==> config.mk <==
export PLATFORM = sky130hd
export DESIGN_NAME = unix_seconds_to_utc_calendar_core_flat
export DESIGN_NICKNAME = d
export VERILOG_FILES = /design/src/ucal_pkg.sv /design/src/ucal_in_if.sv /design/src/ucal_out_if.sv /design/src/unix_seconds_to_utc_calendar_core.sv /design/src/flat_wrapper.sv
export SDC_FILE = /design/constraint.sdc
export NUM_CORES = 2
export LEC_CHECK = 0
export BUFFER_PORTS_ARGS = -buffer_cell sky130_fd_sc_hd__buf_2
export CAP_MARGIN = 10
export CORE_AREA = 3 3 298 300
export CTS_CLUSTER_DIAMETER = 40
export DETAILED_ROUTE_END_ITERATION = 10
export DIE_AREA = 0 0 301 303
export PLACE_DENSITY = 0.76
export SLEW_MARGIN = 20
export SYNTH_ARGS = -nofsm -noshare
export SYNTH_HDL_FRONTEND = slang
export SYNTH_SLANG_ARGS = --single-unit
==> constraint.sdc <==
create_clock -name clk_i -period 7.4 [get_ports clk_i]
set_input_delay 1.11 -clock clk_i [delete_from_list [all_inputs] [get_ports clk_i]]
set_output_delay 1.11 -clock clk_i [all_outputs]
set_load 0.02 [all_outputs]
==> src/ucal_pkg.sv <==
// ----------------------------------------------------------------------------
// UTC calendar package
// Constants, the pipeline stage record and the month offset table.
// ----------------------------------------------------------------------------
package ucal_pkg;

  localparam int NUM_STAGES = 9;

  localparam logic [25:0] DAY_RECIP      = 26'd50903317;
  localparam logic [16:0] SECS_PER_DAY   = 17'd86400;
  localparam logic [19:0] EPOCH_DAYS     = 20'd719468;
  localparam logic [19:0] ERA5_START     = 20'd730485;
  localparam logic [19:0] ERA4_START     = 20'd584388;
  localparam logic [16:0] WEEK_RECIP     = 17'd74899;
  localparam logic [15:0] WEEK_OFFSET    = 16'd4;
  localparam logic [17:0] HOUR_RECIP     = 18'd149131;
  localparam logic [11:0] SECS_PER_HOUR  = 12'd3600;
  localparam logic [18:0] Q1460_RECIP    = 19'd367720;
  localparam logic [12:0] MIN_RECIP      = 13'd4370;
  localparam logic [11:0] SECS_PER_MIN   = 12'd60;
  localparam logic [18:0] YEAR_RECIP     = 19'd367720;
  localparam logic [11:0] MP_RECIP       = 12'd3427;
  localparam logic [17:0] DOE_CENT1      = 18'd36524;
  localparam logic [17:0] DOE_CENT2      = 18'd73048;
  localparam logic [17:0] DOE_CENT3      = 18'd109572;
  localparam logic [17:0] DOE_ERA_END    = 18'd146096;
  localparam logic [8:0]  YOE_CENT1      = 9'd100;
  localparam logic [8:0]  YOE_CENT2      = 9'd200;
  localparam logic [8:0]  YOE_CENT3      = 9'd300;
  localparam logic [17:0] DAYS_PER_YEAR  = 18'd365;
  localparam logic [8:0]  JAN_FIRST_DOY  = 9'd306;
  localparam logic [8:0]  MAR_FIRST_YDAY = 9'd59;
  localparam logic [3:0]  MP_JANUARY     = 4'd10;
  localparam logic [9:0]  ERA5_YEAR_ADJ  = 10'd100;
  localparam logic [9:0]  ERA4_YEAR_ADJ  = 10'd724;
  localparam logic [7:0]  NON_LEAP_CENT  = 8'd200;

  typedef struct packed {
    logic [31:0] secs;
    logic [15:0] days;
    logic [16:0] sod;
    logic [11:0] rem;
    logic [17:0] doe;
    logic        era5;
    logic [15:0] wsum;
    logic [13:0] wquo;
    logic [6:0]  q1460;
    logic [17:0] ysum;
    logic [8:0]  yoe;
    logic [8:0]  doy;
    logic [3:0]  mp;
    logic [5:0]  second;
    logic [5:0]  minute;
    logic [4:0]  hour;
    logic [4:0]  month_day;
    logic [3:0]  month_index;
    logic [7:0]  years_since_1900;
    logic [2:0]  weekday;
    logic [8:0]  year_day;
  } stage_t;

  // First day of each month, counted from March first.
  function automatic logic [8:0] mp_day_offset(input logic [3:0] mp);
    logic [8:0] off;
    case (mp)
      4'd0:    off = 9'd0;
      4'd1:    off = 9'd31;
      4'd2:    off = 9'd61;
      4'd3:    off = 9'd92;
      4'd4:    off = 9'd122;
      4'd5:    off = 9'd153;
      4'd6:    off = 9'd184;
      4'd7:    off = 9'd214;
      4'd8:    off = 9'd245;
      4'd9:    off = 9'd275;
      4'd10:   off = 9'd306;
      4'd11:   off = 9'd337;
      default: off = 9'd0;
    endcase
    return off;
  endfunction

endpackage

==> src/ucal_in_if.sv <==
// ----------------------------------------------------------------------------
// UTC calendar input channel
// Valid/ready channel that carries one Unix timestamp per item.
// ----------------------------------------------------------------------------
interface ucal_in_if;
  logic        valid;
  logic        ready;
  logic [31:0] unix_seconds;

  modport source (output valid, output unix_seconds, input ready);
  modport sink (input valid, input unix_seconds, output ready);
endinterface

==> src/ucal_out_if.sv <==
// ----------------------------------------------------------------------------
// UTC calendar output channel
// Valid/ready channel that carries one broken-down UTC time per item.
// ----------------------------------------------------------------------------
interface ucal_out_if;
  logic       valid;
  logic       ready;
  logic [5:0] second;
  logic [5:0] minute;
  logic [4:0] hour;
  logic [4:0] month_day;
  logic [3:0] month_index;
  logic [7:0] years_since_1900;
  logic [2:0] weekday;
  logic [8:0] year_day;

  modport source (
    output valid, output second, output minute, output hour, output month_day,
    output month_index, output years_since_1900, output weekday, output year_day,
    input ready
  );
  modport sink (
    input valid, input second, input minute, input hour, input month_day,
    input month_index, input years_since_1900, input weekday, input year_day,
    output ready
  );
endinterface

==> src/unix_seconds_to_utc_calendar_core.sv <==
// ----------------------------------------------------------------------------
// Unix seconds to UTC calendar core
// Converts a 32-bit Unix timestamp into broken-down UTC calendar time.
// ----------------------------------------------------------------------------
// The core takes one item per clock cycle while the output side does not
// stall. Items pass through nine register stages. Each stage holds one or two
// constant reciprocal multiplications, the corrections after them, or a short
// table lookup. Every stage has its own valid bit and loads whenever it is
// empty or its content moves on, so a stall on the output fills empty stages
// first and only then holds the input ready low.
module unix_seconds_to_utc_calendar_core (
  input logic      clk_i,
  input logic      rst_ni,
  ucal_in_if.sink  in_i,
  ucal_out_if.source out_o
);

  ucal_pkg::stage_t st_q [ucal_pkg::NUM_STAGES];
  ucal_pkg::stage_t st_d [ucal_pkg::NUM_STAGES];
  logic [ucal_pkg::NUM_STAGES-1:0] v_q;
  logic [ucal_pkg::NUM_STAGES-1:0] load;

  logic [50:0] day_prod;
  logic [32:0] day_secs;
  logic [19:0] z;
  logic        z_era5;
  logic [15:0] wsum;
  logic [32:0] wk_prod;
  logic [34:0] hr_prod;
  logic [36:0] q1460_prod;
  logic [15:0] wk7;
  logic [16:0] hour_secs;
  logic [1:0]  doe_cent;
  logic [24:0] mn_prod;
  logic [36:0] yoe_prod;
  logic [11:0] min_secs;
  logic [1:0]  yoe_cent;
  logic [17:0] yr_days;
  logic [10:0] mp_num;
  logic [22:0] mp_prod;
  logic        jan_feb;
  logic [9:0]  year_adj;
  logic        leap;

  always_comb begin
    load[ucal_pkg::NUM_STAGES-1] = !v_q[ucal_pkg::NUM_STAGES-1] || out_o.ready;
    for (int k = ucal_pkg::NUM_STAGES - 2; k >= 0; k--) begin
      load[k] = !v_q[k] || load[k+1];
    end
  end

  assign in_i.ready = load[0];

  always_comb begin
    st_d[0] = '0;
    st_d[0].secs = in_i.unix_seconds;
    day_prod = 51'(in_i.unix_seconds[31:7]) * 51'(ucal_pkg::DAY_RECIP);
    st_d[0].days = day_prod[50:35];

    st_d[1] = st_q[0];
    day_secs = 33'(st_q[0].days) * 33'(ucal_pkg::SECS_PER_DAY);
    st_d[1].sod = st_q[0].secs[16:0] - day_secs[16:0];
    z = 20'(st_q[0].days) + ucal_pkg::EPOCH_DAYS;
    z_era5 = (z >= ucal_pkg::ERA5_START);
    st_d[1].era5 = z_era5;
    st_d[1].doe = z_era5 ? 18'(z - ucal_pkg::ERA5_START) : 18'(z - ucal_pkg::ERA4_START);
    wsum = st_q[0].days + ucal_pkg::WEEK_OFFSET;
    st_d[1].wsum = wsum;
    wk_prod = 33'(wsum) * 33'(ucal_pkg::WEEK_RECIP);
    st_d[1].wquo = wk_prod[32:19];

    st_d[2] = st_q[1];
    hr_prod = 35'(st_q[1].sod) * 35'(ucal_pkg::HOUR_RECIP);
    st_d[2].hour = hr_prod[33:29];
    q1460_prod = 37'(st_q[1].doe) * 37'(ucal_pkg::Q1460_RECIP);
    st_d[2].q1460 = q1460_prod[35:29];
    wk7 = {st_q[1].wquo[12:0], 3'b000} - {2'b00, st_q[1].wquo};
    st_d[2].weekday = 3'(st_q[1].wsum - wk7);

    st_d[3] = st_q[2];
    hour_secs = 17'(st_q[2].hour) * 17'(ucal_pkg::SECS_PER_HOUR);
    st_d[3].rem = st_q[2].sod[11:0] - hour_secs[11:0];
    doe_cent = 2'(st_q[2].doe >= ucal_pkg::DOE_CENT1) + 2'(st_q[2].doe >= ucal_pkg::DOE_CENT2)
             + 2'(st_q[2].doe >= ucal_pkg::DOE_CENT3);
    st_d[3].ysum = st_q[2].doe - 18'(st_q[2].q1460) + 18'(doe_cent)
                 - 18'(st_q[2].doe >= ucal_pkg::DOE_ERA_END);

    st_d[4] = st_q[3];
    mn_prod = 25'(st_q[3].rem) * 25'(ucal_pkg::MIN_RECIP);
    st_d[4].minute = mn_prod[23:18];
    yoe_prod = 37'(st_q[3].ysum) * 37'(ucal_pkg::YEAR_RECIP);
    st_d[4].yoe = yoe_prod[35:27];

    st_d[5] = st_q[4];
    min_secs = 12'(st_q[4].minute) * ucal_pkg::SECS_PER_MIN;
    st_d[5].second = 6'(st_q[4].rem - min_secs);
    yoe_cent = 2'(st_q[4].yoe >= ucal_pkg::YOE_CENT1) + 2'(st_q[4].yoe >= ucal_pkg::YOE_CENT2)
             + 2'(st_q[4].yoe >= ucal_pkg::YOE_CENT3);
    yr_days = 18'(st_q[4].yoe) * ucal_pkg::DAYS_PER_YEAR + 18'(st_q[4].yoe[8:2])
            - 18'(yoe_cent);
    st_d[5].doy = 9'(st_q[4].doe - yr_days);

    st_d[6] = st_q[5];
    mp_num = {st_q[5].doy, 2'b00} + 11'(st_q[5].doy) + 11'd2;
    mp_prod = 23'(mp_num) * 23'(ucal_pkg::MP_RECIP);
    st_d[6].mp = mp_prod[22:19];

    st_d[7] = st_q[6];
    st_d[7].month_day = 5'(st_q[6].doy - ucal_pkg::mp_day_offset(st_q[6].mp) + 9'd1);
    jan_feb = (st_q[6].mp >= ucal_pkg::MP_JANUARY);
    st_d[7].month_index = jan_feb ? st_q[6].mp - ucal_pkg::MP_JANUARY : st_q[6].mp + 4'd2;
    year_adj = 10'(st_q[6].yoe)
             + (st_q[6].era5 ? ucal_pkg::ERA5_YEAR_ADJ : ucal_pkg::ERA4_YEAR_ADJ)
             + 10'(jan_feb);
    st_d[7].years_since_1900 = year_adj[7:0];

    st_d[8] = st_q[7];
    leap = (st_q[7].years_since_1900[1:0] == 2'b00)
        && (st_q[7].years_since_1900 != ucal_pkg::NON_LEAP_CENT);
    st_d[8].year_day = (st_q[7].doy >= ucal_pkg::JAN_FIRST_DOY)
                     ? st_q[7].doy - ucal_pkg::JAN_FIRST_DOY
                     : st_q[7].doy + ucal_pkg::MAR_FIRST_YDAY + 9'(leap);
  end

  always_ff @(posedge clk_i or negedge rst_ni) begin
    if (!rst_ni) begin
      v_q <= '0;
    end else begin
      for (int k = 0; k < ucal_pkg::NUM_STAGES; k++) begin
        if (load[k]) begin
          v_q[k] <= (k == 0) ? in_i.valid : v_q[(k == 0) ? 0 : k - 1];
        end
      end
    end
  end

  always_ff @(posedge clk_i) begin
    for (int k = 0; k < ucal_pkg::NUM_STAGES; k++) begin
      if (load[k]) begin
        st_q[k] <= st_d[k];
      end
    end
  end

  assign out_o.valid            = v_q[ucal_pkg::NUM_STAGES-1];
  assign out_o.second           = st_q[ucal_pkg::NUM_STAGES-1].second;
  assign out_o.minute           = st_q[ucal_pkg::NUM_STAGES-1].minute;
  assign out_o.hour             = st_q[ucal_pkg::NUM_STAGES-1].hour;
  assign out_o.month_day        = st_q[ucal_pkg::NUM_STAGES-1].month_day;
  assign out_o.month_index      = st_q[ucal_pkg::NUM_STAGES-1].month_index;
  assign out_o.years_since_1900 = st_q[ucal_pkg::NUM_STAGES-1].years_since_1900;
  assign out_o.weekday          = st_q[ucal_pkg::NUM_STAGES-1].weekday;
  assign out_o.year_day         = st_q[ucal_pkg::NUM_STAGES-1].year_day;

endmodule

==> src/flat_wrapper.sv <==
// flat-port wrapper written by rule: the top's interface ports become plain ports
module unix_seconds_to_utc_calendar_core_flat 
  (clk_i, rst_ni, in_i_valid, in_i_unix_seconds, in_i_ready, out_o_valid, out_o_second, out_o_minute, out_o_hour, out_o_month_day, out_o_month_index, out_o_years_since_1900, out_o_weekday, out_o_year_day, out_o_ready);
  ucal_in_if in_i_i ();
  ucal_out_if out_o_i ();
  input logic clk_i;
  input logic rst_ni;
  input wire logic [$bits(in_i_i.valid)-1:0] in_i_valid;
  input wire logic [$bits(in_i_i.unix_seconds)-1:0] in_i_unix_seconds;
  output wire logic [$bits(in_i_i.ready)-1:0] in_i_ready;
  output wire logic [$bits(out_o_i.valid)-1:0] out_o_valid;
  output wire logic [$bits(out_o_i.second)-1:0] out_o_second;
  output wire logic [$bits(out_o_i.minute)-1:0] out_o_minute;
  output wire logic [$bits(out_o_i.hour)-1:0] out_o_hour;
  output wire logic [$bits(out_o_i.month_day)-1:0] out_o_month_day;
  output wire logic [$bits(out_o_i.month_index)-1:0] out_o_month_index;
  output wire logic [$bits(out_o_i.years_since_1900)-1:0] out_o_years_since_1900;
  output wire logic [$bits(out_o_i.weekday)-1:0] out_o_weekday;
  output wire logic [$bits(out_o_i.year_day)-1:0] out_o_year_day;
  input wire logic [$bits(out_o_i.ready)-1:0] out_o_ready;
  assign in_i_i.valid = in_i_valid;
  assign in_i_i.unix_seconds = in_i_unix_seconds;
  assign in_i_ready = in_i_i.ready;
  assign out_o_valid = out_o_i.valid;
  assign out_o_second = out_o_i.second;
  assign out_o_minute = out_o_i.minute;
  assign out_o_hour = out_o_i.hour;
  assign out_o_month_day = out_o_i.month_day;
  assign out_o_month_index = out_o_i.month_index;
  assign out_o_years_since_1900 = out_o_i.years_since_1900;
  assign out_o_weekday = out_o_i.weekday;
  assign out_o_year_day = out_o_i.year_day;
  assign out_o_i.ready = out_o_ready;
  unix_seconds_to_utc_calendar_core u_core (.clk_i(clk_i), .rst_ni(rst_ni), .in_i(in_i_i), .out_o(out_o_i));
endmodule
# After elaboration in Yosys (flattened, before gate mapping)
# Memories as Yosys holds them, arrays and structs flattened.
# Index checks and enable logic that the tools add are counted.
op_classes:
  add_sub_neg: 30
  n_mul: 11
  order_cmp: 10
  eq_ne: 1
  muxes: 22
  n_reduce_logical: 20
ops:
  columns: ["op", "count"]
  rows:
  - ["$mul A18 B16 Y33 const B", 2]
  - ["$mul A25 B26 Y51 const B", 1]
  - ["$ge A18 B17 Y1 const B", 2]
  - ["$mul A17 B18 Y34 const B", 1]
  - ["$mul A16 B17 Y33 const B", 1]
  - ["$mul A11 B12 Y23 const B", 1]
  - ["$mul A12 B12 Y23 const B", 1]
  - ["$add A16 B20 Y20 const B", 1]
  - ["$ge A20 B20 Y1 const B", 1]
  - ["$add A18 B2 Y18", 1]
  - ["$ge A18 B16 Y1 const B", 1]
  - ["$ge A18 B18 Y1 const B", 1]
  - ["$ge A9 B9 Y1 const B", 2]
  - ["$mux W1", 18]
  - ["$mux W18", 1]
  - ["$sub A18 B1 Y18", 1]
  - ["$sub A18 B16 Y18 const B", 1]
  - ["$sub A18 B18 Y18 const B", 1]
  - ["$sub A18 B7 Y18", 1]
  - ["$sub A17 B17 Y17", 1]
  - ["$add A16 B3 Y16 const B", 1]
  - ["$mul A16 B10 Y10 const B", 1]
  - ["$sub A12 B12 Y12", 1]
  - ["$add A11 B2 Y11 const B", 1]
  - ["32 further kinds", 50]
word_totals:
  regBits: 9
  ramBits: 1971
  rom_bits: 144
  input_bits: 36
  word_cells: 105
  n_memories: 2
memory_table:
  columns: ["memory", "depth", "word_bits", "rd", "rd_clocked_by_memory_dff", "wr", "line_no", "source"]
  rows:
  - ["u_core.st_q", 9, 219, 9, 0, 9, "unix_seconds_to_utc_calendar_core.sv:18", "ucal_pkg::stage_t st_q [ucal_pkg::NUM_STAGES];"]
  - ["(name not given)", 16, 9, 1, 0, 0, "ucal_pkg.sv:65", "case (mp)"]

# Depth between registers and ports, before layout
logic_depth:
  word_depth: 12
  mapped_depth: 29

# Worst setup path before layout
# OpenSTA, ideal clock, no wires.
synth_path:
  path_type: "reg2reg"
  from: "memory u_core.st_q[0][1145] (netlist bit)"
  to: "memory u_core.st_q[0][1361] (netlist bit) (data pin)"
  arrival_time_ns: 6.627
  required_time_ns: 7.133
  path_slack_ns: 0.506
  stages_incl_launch_ff: 28
  cell_sequence: "edfxtp_1 -> ha_1 -> a21o_1 -> a21oi_1 -> o21bai_1 -> a21oi_1 -> o21bai_1 -> a21oi_1 -> nor2b_1 -> o21ai_0 -> xnor2_1 -> ha_1 -> inv_1 -> fa_1 -> fa_1 -> fa_1 -> fa_1 -> inv_1 -> ha_1 -> a21o_1 -> a21o_1 -> a21o_1 -> a221o_1 -> a2111oi_0 -> nor2_1 -> a21o_1 -> a211oi_1 -> nor2_1"
synth_lines:
  columns: ["element", "line_no"]
  rows:
  - ["start: declaration", "unix_seconds_to_utc_calendar_core.sv:18"]

==> impl_metrics.prom <==
# TYPE chip_impl_metric gauge
chip_impl_metric{name="die_x",unit="um"} 301
chip_impl_metric{name="cts_num_sinks",unit=""} 389
chip_impl_info{name="synth_area_leader_cell",value="sky130_fd_sc_hd__ha_1"} 1
chip_impl_metric{name="num_vias",unit=""} 28000
chip_impl_metric{name="number_of_antenna_violations_at_the_first_check_in_global_routing",unit=""} 1
chip_impl_metric{name="cts.repair_timing.setup_buffer_count",unit=""} 0
chip_impl_info{name="clock-root-buffer",value="sky130_fd_sc_hd__clkbuf_16"} 1
chip_impl_metric{name="critical_path_arrival",unit="ns"} 7.39
chip_impl_info{name="critical_path.endpoint_type",value="flop"} 1
chip_impl_info{name="yosysMostFrequentCell",value="sky130_fd_sc_hd__ha_1"} 1
chip_impl_metric{name="core_area",unit="um^2"} 86500
chip_impl_metric{name="grt_util_all_layers",unit="%"} 20.4
chip_impl_metric{name="floorplan.io_pins",unit=""} 84
chip_impl_metric{name="grt_pass1_vias",unit=""} 30400
chip_impl_metric{name="postCtsHoldBufs",unit=""} 0
chip_impl_metric{name="cts.htree.levels",unit=""} 2
chip_impl_metric{name="clk-insertion-delay-late",unit="ns"} 0.59
chip_impl_metric{name="timing.max_cap.violations",unit=""} 0
chip_impl_info{name="cpMaxStageDelayCell",value="sky130_fd_sc_hd__fa_1"} 1
chip_impl_metric{name="timing.setup.tns",unit="ns"} 0
chip_impl_metric{name="fillerInstances",unit=""} 6944
chip_impl_metric{name="final.setup.worst_slack",unit="ns"} 0.335
chip_impl_metric{name="via_per_inst",unit=""} 5.15
chip_impl_metric{name="drive_above_1_share",unit="%"} 5.38
chip_impl_metric{name="global_route_wire_length_before_repair",unit="um"} 150000
chip_impl_metric{name="timing_worst_slew_pin_value",unit="ns"} 1.06
chip_impl_metric{name="final-hold-violation-count",unit=""} 0
chip_impl_metric{name="postSynth.asyncResetShare",unit="%"} 2.31
chip_impl_metric{name="setup_viol",unit=""} 0
chip_impl_metric{name="ys_seq_area_share",unit="%"} 24.6
chip_impl_metric{name="detailedRoute.firstPassIterationCount",unit=""} 5
chip_impl_metric{name="number_of_enable_flip_flop_cells_after_synthesis",unit=""} 380
chip_impl_metric{name="post_synth_inst_count",unit=""} 4102
chip_impl_metric{name="finClkSkew",unit="ns"} 0.0230
chip_impl_metric{name="initial_utilization",unit="%"} 54.7
chip_impl_metric{name="timing.critical_path.fanout_max",unit=""} 7
chip_impl_metric{name="fmax",unit="MHz"} 142
chip_impl_info{name="post_synth_most_frequent_cells",value="1112 x sky130_fd_sc_hd__ha_1, 1044 x sky130_fd_sc_hd__inv_1, 579 x sky130_fd_sc_hd__fa_1"} 1
chip_impl_metric{name="synth_fp_nets",unit=""} 5829
chip_impl_metric{name="gr-total-overflow",unit=""} 0
chip_impl_metric{name="worst_setup_timing_slack_at_the_placement_stage",unit="ns"} 0.0685
chip_impl_metric{name="synth.yosys.warnings",unit=""} 0
chip_impl_info{name="hold_path_class",value="in2async"} 1
chip_impl_metric{name="detail_route.iter0.violations",unit=""} 1071
chip_impl_info{name="cts_tree",value="done"} 1
chip_impl_metric{name="netlist_area",unit="um^2"} 47300
chip_impl_metric{name="cts_buffer_depth",unit=""} 3
chip_impl_info{name="cpMostUsedCell",value="sky130_fd_sc_hd__fa_1"} 1
chip_impl_metric{name="post-dp-hpwl",unit="um"} 75400
chip_impl_metric{name="instance_area_at_placement",unit="um^2"} 49400
chip_impl_metric{name="place.gp.congestion",unit=""} 0.914
chip_impl_metric{name="drt_drc_violations_left",unit=""} 0
chip_impl_metric{name="design.die.area",unit="um^2"} 91200
chip_impl_metric{name="io_buffer_count",unit=""} 83
chip_impl_metric{name="crit_path_max_incr_delay",unit="ns"} 0.54
chip_impl_metric{name="finalMaxSlewViolations",unit=""} 0
chip_impl_metric{name="syn2layout_area_growth",unit="%"} 7.99
chip_impl_metric{name="period_share",unit="%"} 95.5
chip_impl_metric{name="yosysTopAreaCellShare",unit="%"} 29.4
chip_impl_metric{name="period_minus_slack",unit="ns"} 7.06
chip_impl_metric{name="postRouteWirelength",unit="um"} 89000
chip_impl_metric{name="nNetsFinal",unit=""} 5980
chip_impl_info{name="netlist_top_cells_area",value="sky130_fd_sc_hd__ha_1 29%, sky130_fd_sc_hd__fa_1 24%, sky130_fd_sc_hd__edfxtp_1 24%"} 1
chip_impl_metric{name="flop_and_latch_count_out_of_synthesis",unit=""} 389
chip_impl_metric{name="chipHeight",unit="um"} 303
chip_impl_info{name="start_kind",value="flop"} 1
chip_impl_metric{name="timing.critical_path.required",unit="ns"} 7.72
chip_impl_metric{name="design_area",unit="um^2"} 51100
chip_impl_info{name="critical_path_class",value="reg2reg"} 1
chip_impl_info{name="synth_top_flop_cell",value="sky130_fd_sc_hd__edfxtp_1"} 1
chip_impl_metric{name="antenna_violating_nets_left",unit=""} 0
chip_impl_metric{name="wire_per_inst",unit="um"} 16.3
chip_impl_metric{name="max-slew-margin-rel",unit="%"} 29.6
chip_impl_metric{name="utilization",unit="%"} 59.1
chip_impl_metric{name="cts-buffers-inserted",unit=""} 47
chip_impl_metric{name="syn-mean-instance-area",unit="um^2"} 11.5
chip_impl_info{name="run_status",value="completed"} 1
chip_impl_metric{name="synth.lib_cells_used.distinct",unit=""} 71
chip_impl_metric{name="largest_net_degree_at_the_start_of_global_routing",unit=""} 51
chip_impl_metric{name="clk_pin_slew",unit="ns"} 0.06
chip_impl_metric{name="postCtsResizedCells",unit=""} 0
chip_impl_metric{name="placementRows",unit=""} 108
[path summary, 6_finish.rpt]
kind,startpoint,end,slack [ns],cells after the start
max in group asynchronous,rst_ni,u_core.v_q[3]$_DFFE_PN0P_,6.80,1
min in group clk_i,u_core.st_q[0][561]$_DFFE_PP_,u_core.st_q[0][780]$_DFFE_PP_,0.41,0
hold reg to reg,u_core.st_q[0][561]$_DFFE_PP_,u_core.st_q[0][780]$_DFFE_PP_,0.41,0
setup / recovery,u_core.st_q[0][1145]$_DFFE_PP_,u_core.st_q[0][1361]$_DFFE_PP_,0.34,27
hold / removal,rst_ni,u_core.v_q[1]$_DFFE_PN0P_,0.38,1
setup reg to reg,u_core.st_q[0][1145]$_DFFE_PP_,u_core.st_q[0][1361]$_DFFE_PP_,0.34,27
[metrics by stage]
step,instances,hold WS (ns)
after floorplan,4102,0.400
after global placement,5359,0.400
after detailed placement,5359,0.405
after CTS,5446,0.346
after global routing,5446,0.364
final,5447,0.381
[metal layers]
layer	global-route usage, %	part of all wire (%)	up-vias
met5	0	0	-
met4	4.86	2.3	0
met3	2.05	3.1	135
met2	36.8	51	437
met1	26.4	44	13800
li1	-	-	13700
[cell usage in the layout (no fill, tap or decap), types with 7 or more instances in the layout]
master / synthesis / layout
sky130_fd_sc_hd__o21bai_1: 20 / 20
sky130_fd_sc_hd__a21oi_1: 138 / 135
sky130_fd_sc_hd__buf_4: 0 / 34
sky130_fd_sc_hd__nor2_1: 85 / 85
sky130_fd_sc_hd__ha_1: 1112 / 1112
sky130_fd_sc_hd__inv_1: 1044 / 1042
sky130_fd_sc_hd__clkbuf_16: 0 / 48
sky130_fd_sc_hd__buf_2: 6 / 83
sky130_fd_sc_hd__edfxtp_1: 380 / 380
sky130_fd_sc_hd__or2_2: 9 / 9
sky130_fd_sc_hd__fa_1: 579 / 579
sky130_fd_sc_hd__nand2b_1: 17 / 17
sky130_fd_sc_hd__a21o_1: 46 / 46
sky130_fd_sc_hd__nor2b_1: 19 / 19
sky130_fd_sc_hd__o21ai_0: 64 / 64
sky130_fd_sc_hd__xor2_1: 51 / 51
sky130_fd_sc_hd__mux2i_1: 11 / 11
sky130_fd_sc_hd__nand2_1: 84 / 81
sky130_fd_sc_hd__a211o_1: 7 / 7
sky130_fd_sc_hd__a31oi_1: 14 / 14
sky130_fd_sc_hd__a211oi_1: 11 / 11
sky130_fd_sc_hd__and3_1: 11 / 11
sky130_fd_sc_hd__nand3_1: 29 / 27
sky130_fd_sc_hd__o211ai_1: 7 / 7
sky130_fd_sc_hd__or3_1: 11 / 11
sky130_fd_sc_hd__nand4_1: 19 / 19
sky130_fd_sc_hd__xnor2_1: 152 / 152
sky130_fd_sc_hd__nor4_1: 9 / 9
sky130_fd_sc_hd__and2_1: 8 / 8
sky130_fd_sc_hd__nor3_1: 34 / 34
sky130_fd_sc_hd__o21a_1: 25 / 25
sky130_fd_sc_hd__dfrtp_1: 9 / 9
[cell families (layout without fill, tap and decap cells)]
kind of cell               Yosys count  after routing  share of synthesized area, %
other                                0              1                             0
adders and majority gates         1691           1691                          53.9
buffers and inverters             1061           1250                          8.47
and+or+nand+nor                    352            352                          3.68
xor gates and xnor gates           205            205                          3.85
DFF                                389            389                          24.6
muxes                               12             12                         0.256
AOI/OAI and AO/OA                  392            392                          5.30
[state kept, by name, summed over array words and instances, names as in the netlist]
name	cells
u_core.st_q	380
u_core.v_q	9
[critical path: cells and delay by family (launching register included)]
| kind | cells | cell delay (ns) |
|---|---|---|
| AO/OA/AOI/OAI | 12 | 2.48 |
| XOR/XNOR | 1 | 0.13 |
| adder cells (fa/ha/maj) | 7 | 3.11 |
| buffers and inverters | 3 | 0.32 |
| flip-flops | 1 | 0.39 |
| AND/OR/NAND/NOR | 4 | 0.38 |
[final cells by class]
| class | instances | area, um^2 | area share (%) |
|---|---|---|---|
| diodes | 1 | 2.50 | 0.00489 |
| clock buffers | 55 | 1250 | 2.44 |
| clock inverters | 32 | 449 | 0.879 |
| inverters | 1046 | 3930 | 7.68 |
| multi-input cells | 2652 | 31800 | 62.1 |
| flip-flops and latches | 389 | 11600 | 22.8 |
| well taps | 1155 | 1450 | 2.83 |
| repair buffers | 117 | 671 | 1.31 |
Power is left out: the tool's default activity adds up to more than one toggle a clock period on the data nets, which glitch-free logic cannot reach.
